$ cat config.mk
export PLATFORM = sky130hd
export DESIGN_NAME = wtsd_isqrt
export DESIGN_NICKNAME = d
export VERILOG_FILES = /design/src/hw/rtl/wtsd_pkg.sv /design/src/hw/rtl/wtsd_isqrt.sv
export SDC_FILE = /design/constraint.sdc
export NUM_CORES = 1
export LEC_CHECK = 0
export ABC_AREA = 0
export BUFFER_PORTS_ARGS = -buffer_cell sky130_fd_sc_hd__buf_2
export CAP_MARGIN = 20
export CORE_MARGIN = 10
export CORE_UTILIZATION = 40
export DETAILED_ROUTE_END_ITERATION = 16
export GPL_TIMING_DRIVEN = 0
export PLACE_DENSITY_LB_ADDON = 0.15
export SLEW_MARGIN = 20
export SYNTH_ARGS = -nofsm -noshare
export SYNTH_HDL_FRONTEND = slang
export SYNTH_SLANG_ARGS = --single-unit
$ cat constraint.sdc
create_clock -name clk_i -period 18.6 [get_ports clk_i]
set_input_delay 0.93 -clock clk_i [delete_from_list [all_inputs] [get_ports clk_i]]
set_output_delay 0.93 -clock clk_i [all_outputs]
set_load 0.02 [all_outputs]
$ cat src/hw/rtl/wtsd_pkg.sv
// Shared types and constants for the weighted three-frame standard deviation block.
package wtsd_pkg;

  localparam int unsigned WEIGHT_BITS  = 16;
  localparam int unsigned CFG_IDX_BITS = 2;
  localparam int unsigned STD_DEV_BITS = 8;
  localparam int unsigned RAD_BITS     = 2 * STD_DEV_BITS;

  localparam logic [WEIGHT_BITS-1:0] WEIGHT_RESET = 16'd21845;

  typedef enum logic [CFG_IDX_BITS-1:0] {
    CFG_WEIGHT_A = 2'd0,
    CFG_WEIGHT_B = 2'd1,
    CFG_WEIGHT_C = 2'd2
  } cfg_reg_e;

  // Load enables for the two root stages.
  typedef struct packed {
    logic en_a;
    logic en_b;
  } sqrt_ctrl_t;

endpackage

$ cat src/hw/rtl/wtsd_isqrt.sv
// Two-stage integer square root of a 16-bit radicand, with saturation on clip.
module wtsd_isqrt
  import wtsd_pkg::*;
(
  input  logic                    clk_i,
  input  sqrt_ctrl_t              ctrl_i,
  input  logic [RAD_BITS-1:0]     rad_i,
  input  logic                    clip_i,
  output logic [STD_DEV_BITS-1:0] std_dev_o,
  output logic                    clipped_o
);

  localparam int unsigned HALF_STEPS = STD_DEV_BITS / 2;
  localparam int unsigned LO_BITS    = RAD_BITS / 2;
  localparam int unsigned REM_W      = RAD_BITS - 4;
  localparam int unsigned REM_A_W    = HALF_STEPS + 1;

  logic [HALF_STEPS-1:0]   root_a_d, root_a_q;
  logic [REM_A_W-1:0]      rem_a_d, rem_a_q;
  logic [LO_BITS-1:0]      lo_a_q;
  logic                    clip_a_q;
  logic [STD_DEV_BITS-1:0] std_dev_d, std_dev_q;
  logic                    clipped_q;

  // Upper four root bits from the upper radicand byte.
  always_comb begin
    logic [REM_W-1:0]        rem;
    logic [REM_W-1:0]        trial;
    logic [STD_DEV_BITS-1:0] root;
    rem  = '0;
    root = '0;
    for (int i = 0; i < HALF_STEPS; i++) begin
      rem   = {rem[REM_W-3:0], rad_i[RAD_BITS-1-2*i -: 2]};
      trial = {2'b00, root, 2'b01};
      if (rem >= trial) begin
        rem  = rem - trial;
        root = {root[STD_DEV_BITS-2:0], 1'b1};
      end else begin
        root = {root[STD_DEV_BITS-2:0], 1'b0};
      end
    end
    root_a_d = root[HALF_STEPS-1:0];
    rem_a_d  = rem[REM_A_W-1:0];
  end

  always_ff @(posedge clk_i) begin
    if (ctrl_i.en_a) begin
      root_a_q <= root_a_d;
      rem_a_q  <= rem_a_d;
      lo_a_q   <= rad_i[LO_BITS-1:0];
      clip_a_q <= clip_i;
    end
  end

  // Lower four root bits from the lower radicand byte.
  always_comb begin
    logic [REM_W-1:0]        rem;
    logic [REM_W-1:0]        trial;
    logic [STD_DEV_BITS-1:0] root;
    rem  = REM_W'(rem_a_q);
    root = STD_DEV_BITS'(root_a_q);
    for (int i = 0; i < HALF_STEPS; i++) begin
      rem   = {rem[REM_W-3:0], lo_a_q[LO_BITS-1-2*i -: 2]};
      trial = {2'b00, root, 2'b01};
      if (rem >= trial) begin
        rem  = rem - trial;
        root = {root[STD_DEV_BITS-2:0], 1'b1};
      end else begin
        root = {root[STD_DEV_BITS-2:0], 1'b0};
      end
    end
    std_dev_d = clip_a_q ? '1 : root;
  end

  always_ff @(posedge clk_i) begin
    if (ctrl_i.en_b) begin
      std_dev_q <= std_dev_d;
      clipped_q <= clip_a_q;
    end
  end

  assign std_dev_o = std_dev_q;
  assign clipped_o = clipped_q;

endmodule

After elaboration in Yosys (flattened, before gate mapping)
Index checks and enable logic that the tools add are counted.

Order comparisons: 8. Multiplexer cells: 15. Add/subtract/negate cells: 7.

Operators by type and width (number): two-way mux 10 bit (6); greater-or-equal comparator 12 x 3 -> 1 bit (1); greater-or-equal comparator 12 x 4 -> 1 bit (1); greater-or-equal comparator 12 x 5 -> 1 bit (1); greater-or-equal comparator 12 x 7 -> 1 bit (1); greater-or-equal comparator 12 x 8 -> 1 bit (1); greater-or-equal comparator 12 x 9 -> 1 bit (1); subtractor 10 x 3 -> 10 bit (1); subtractor 10 x 4 -> 10 bit (1); subtractor 10 x 7 -> 10 bit (1); subtractor 10 x 8 -> 10 bit (1); two-way mux 1 bit (8); subtractor 7 x 6 -> 8 bit (1); greater-or-equal comparator 7 x 6 -> 1 bit (1); two-way mux 5 bit (1); subtractor 5 bit (1); subtractor 2 x 1 -> 3 bit, second input constant (1); greater-or-equal comparator 2 x 1 -> 1 bit, second input constant (1).

Output and inout bits: 9. Input bits: 20. Register bits: 27. Logic and storage cells: 36.

Logic depth before layout (Yosys ltp)
Word-level depth: 8. Mapped depth: 36. Gate-level depth less buffers: 34.

Least setup slack after synthesis
Ideal clock, no wire load.

Kind: register -> register. From: register lo_a_q[6]. To: register std_dev_q[0] (netlist: std_dev_o[0]), data pin. Cell stages (with the launch flop): 37. Period minus slack after synthesis: 6.138 ns. Data required time: 18.332 ns. Arrival time: 5.870 ns. Setup time: 0.268 ns. Setup slack: 12.462 ns. Path buffers: 2. Path through: edfxtp_1 -> inv_1 -> ha_1 -> nand2b_1 -> a211o_1 -> nand3_4 -> inv_4 -> nand2_1 -> o21ai_0 -> ha_1 -> nand3_1 -> o221ai_1 -> mux2i_1 -> mux2_4 -> o2111ai_4 -> buf_2 -> nor2_1 -> a21oi_1 -> ha_1 -> nand2_1 -> nand2b_1 -> a21o_1 -> a211o_1 -> nor3b_1 -> mux2i_1 -> a21oi_2 -> nand2_1 -> buf_6 -> nor2_1 -> a21oi_1 -> ha_1 -> a21oi_1 -> nor2b_1 -> o21ai_0 -> nand2_1 -> a21oi_1 -> nand4_1.

Cells in the longest elaborated chain, start to end: 8. Elaborated cells between the ends (all ways): 14. Those cells by class: add/sub (3); order compare (4); mux (7).

Ends and longest elaborated chain: start: declaration (RTL line wtsd_isqrt.sv:20) `logic [LO_BITS-1:0] lo_a_q;`; start signal: assignment (RTL line wtsd_isqrt.sv:50) `lo_a_q <= rad_i[LO_BITS-1:0];`; subtractor 7 x 6 -> 8 bit / greater-or-equal comparator 7 x 6 -> 1 bit (equally long branches) (RTL line wtsd_isqrt.sv:66, wtsd_isqrt.sv:65); two-way mux 10 bit / two-way mux 1 bit (equally long branches) (RTL line wtsd_isqrt.sv:65) `if (rem >= trial) begin`; subtractor 10 x 7 -> 10 bit / greater-or-equal comparator 12 x 7 -> 1 bit (equally long branches) (RTL line wtsd_isqrt.sv:66, wtsd_isqrt.sv:65); two-way mux 10 bit / two-way mux 1 bit (equally long branches) (RTL line wtsd_isqrt.sv:65); subtractor 10 x 8 -> 10 bit / greater-or-equal comparator 12 x 8 -> 1 bit (equally long branches) (RTL line wtsd_isqrt.sv:66, wtsd_isqrt.sv:65); two-way mux 10 bit / two-way mux 1 bit (equally long branches) (RTL line wtsd_isqrt.sv:65); greater-or-equal comparator 12 x 9 -> 1 bit * (RTL line wtsd_isqrt.sv:65); two-way mux 1 bit * (RTL line wtsd_isqrt.sv:65); end signal: assignment (RTL line wtsd_isqrt.sv:77) `std_dev_q <= std_dev_d;`; end: declaration (RTL line wtsd_isqrt.sv:22) `logic [STD_DEV_BITS-1:0] std_dev_d, std_dev_q;`.

Every way passes the cells marked *; elsewhere a longest branch is shown, timed or not. A chain may end at the register's enable or synchronous reset.

Worst setup path after layout
Ends and elaborated chain as after synthesis.

==> summary.md <==
| Metric | Value |
|---|---|
| Status | finished, final reports clean |
| Routed wire length | 6671 um |
| Die X | 106.6 um |
| Clock net sink count | 27 |
| Crit end category | register |
| Most frequent cell after synthesis | ha_1 |
| Slowest CP cell | edfxtp_1 |
| Drt first pass iters | 4 |
| CTS Buffer Depth | 2 |
| Die height | 106.6 um |
| Hold_buf cts | 0 |
| Setup CP Type | reg -> reg |
| Final total power | 636.3 uW |
| CP max FO | 11 |
| Crit share post-route | 39.15% |
| Mapped Cells | 329 |
| Element type at the critical path start | register |
| RD Place Congestion | 0.8186 |
| Area leader, netlist | edfxtp_1 |
| Initial antenna violation count | 0 |
| TritonCTS Buffers | 3 |
| Number of synthesized register bits | 27 |
| DRT iter0 DRCs | 155 |
| Clock-pin slew on the worst setup and hold paths | 0.09 ns |
| Row cnt | 31 |
| Clk root buf | clkbuf_8 |
| Top FF cell, synth | edfxtp_1 |
| Initial Util | 41.35% |
| Final Slew Violations | 0 |
| CP peak stage delay | 0.49 ns |
| Number of routed nets with antenna violations | 0 |
| Full die area | 0.01136 mm2 |
| Ranking of synthesized cells by area | edfxtp_1, ha_1, a21oi_1 |
| Mapped Area | 0.002999 mm2 |
| CTS tree | done |
| Setup TNS | 0 ns |
| CTS resizes | 0 |
| Crit path time final | 7.283 ns |
| Count of final setup violators | 0 |
| HPWL after DPL | 5544 um |
| F_max | 0.1373 GHz |
| Pwr/cell area | 192.4 mW/mm2 |
| Clk_lat worst skew | 0.27 ns |
| Leakage | 1.394 nW |
| Setup crit start | lo_a_q[6] |
| Register area share after synthesis | 27.03% |
| I/O Buffers | 27 |
| Slew Limit Headroom | 65.29% |
| Total grt overflow | 0 |
| Setup Skew | 0.001119 ns |
| Worst Hold Launch | root_a_q[1] |
| # DRC | 0 |
| Largest net degree at the start of global routing | 19 |
| Post-synth EDFFs | 27 |
| # diodes | 0 |
| Post-CTS Setup Inserts | 0 |
| Global-route wire length before repair | 11270 um |
| Mapped Avg Cell Area | 9.116 um2 |
| Top-area cell type share of the netlist area | 27.03% |
| GRT Total Usage | 11.69% |
| FF-to-FF Start | lo_a_q[6] |
| HP Class | reg -> reg |
| Worst-Margin Slew | 0.5061 ns |
| Nets@finish | 422 |
| Vias in the first global route | 2383 |
| FFs w/ async S/R, synth | 0% |
| Worst EP required | 18.61 ns |
| CP arrival | 7.29 ns |
| Post-layout util | 45.59% |
| # H-tree levels | 1 |
| Netlist cell types | 63 |
| Total number of vias | 2448 |
| Unrepaired setup endpoints after global routing | no |
| Fin. Hold Viols | 0 |
| Yosys warnings | 0 |
| Area Growth Syn to Fin | 10.26% |
| Post-synth top cells | ha_1, a21oi_1, edfxtp_1, nor2_1, inv_1 |
| VDD IR-drop max | 67.29 uV |
| Syn_nets | 390 |
| Fill count | 746 |
| DR vias/cell | 5.333 |
| Share of post-route cells with drive strength above 1 | 16.94% |
| Core Area | 0.007253 mm2 |
| Routed len/inst | 14.53 um |
| # IOs | 29 |
| Max_cap viols | 0 |
## area by class of cell
| type | instances | area (um2) | area share (%) |
|---|---|---|---|
| inverters | 26 | 100.1 | 3.027 |
| multi-input cells | 271 | 2057 | 62.20 |
| flip-flops and latches | 27 | 810.8 | 24.52 |
| plain buffers | 5 | 31.28 | 0.9459 |
| clock inverters | 1 | 7.507 | 0.2270 |
| well taps | 99 | 123.9 | 3.746 |
| clock buffers | 3 | 41.29 | 1.249 |
| repair buffers | 27 | 135.1 | 4.086 |
## logic make-up after synthesis
family / count (synthesis) / share of synthesized area (%)
AO/OA/AOI/OAI: 83 / 19.57
adder cells (fa/ha/maj): 41 / 17.10
flip-flops: 27 / 27.03
buffers and inverters: 31 / 4.381
XOR/XNOR: 26 / 7.593
AND/OR/NAND/NOR: 106 / 18.86
multiplexers: 15 / 5.465
## sequential cells by signal, indices dropped and copies added (netlist names)
name / cells
std_dev_o: 8
clipped_o: 1
rem_a_q: 5
lo_a_q: 8
clip_a_q: 1
root_a_q: 4
## stage by stage
step           setup WS [ns]  hold WS [ns]  instances  cell area [um2]
2_1_floorplan          12.46        0.5102        329             2999
3_3_place_gp           11.42        0.5241        455             3258
3_5_place_dp           11.37        0.5261        455             3258
4_1_cts                11.34        0.5468        459             3307
5_1_grt                10.72        0.5668        459             3307
6_report               11.32        0.5428        459             3307
## power breakdown
part	internal (mW)	switching (mW)
clock network	0.0152	0.0175
registers	0.0794	0.00539
logic	0.231	0.287
## critical path, delay by kind of cell (launching register included)
kind / cells / cell delay, ns
AND/OR/NAND/NOR: 11 / 1.37
multiplexers: 3 / 0.53
AO/OA/AOI/OAI: 12 / 2.79
flip-flops: 1 / 0.49
adder cells (fa/ha/maj): 4 / 1.11
buffers and inverters: 4 / 0.72
## placed cells by master (no fill, tap or decap), types with 2 or more instances in the layout
cell type and instances:
a311o_1 2, a21oi_1 29, and3_1 4, inv_1 25, nand2b_1 7, clkbuf_1 2
o31ai_1 2, a31o_2 2, o21a_1 3, mux2i_1 7, buf_2 28, a31oi_1 4
a21boi_0 2, mux2_2 6, or3_1 3, ha_1 41, a211o_1 2, o211ai_1 3
nand4_1 4, o22a_1 2, o22ai_1 2, a21o_1 4, nor2b_1 4, xor2_1 10
nand3_1 4, o21ai_0 11, clkbuf_8 3, or2_2 6, nor3b_1 3, xnor2_1 16
edfxtp_1 27, nand3b_1 5, nand2_1 23, nor3_1 7, nor2_1 27
## routing by layer
metal / global-route usage [%] / vias to the layer above / share of wire, %
li1: - / 1272 / -
met1: 14.84 / 1140 / 48
met2: 20.11 / 32 / 48
met3: 1.617 / 4 / 2.7
met4: 3.385 / 0 / 0.91
met5: 0 / - / 0
## path summary, 6_finish.rpt
check / slack [ns] / end / cells past startpoint
worst max-delay path: 11.32 / std_dev_o[0] / 34
worst min-delay path: 0.54 / std_dev_o[5] / 1
worst max register to register: 11.32 / std_dev_o[0] / 34
worst min register to register: 0.54 / std_dev_o[5] / 1
No activity file was read; power rests on OpenSTA's default activity.
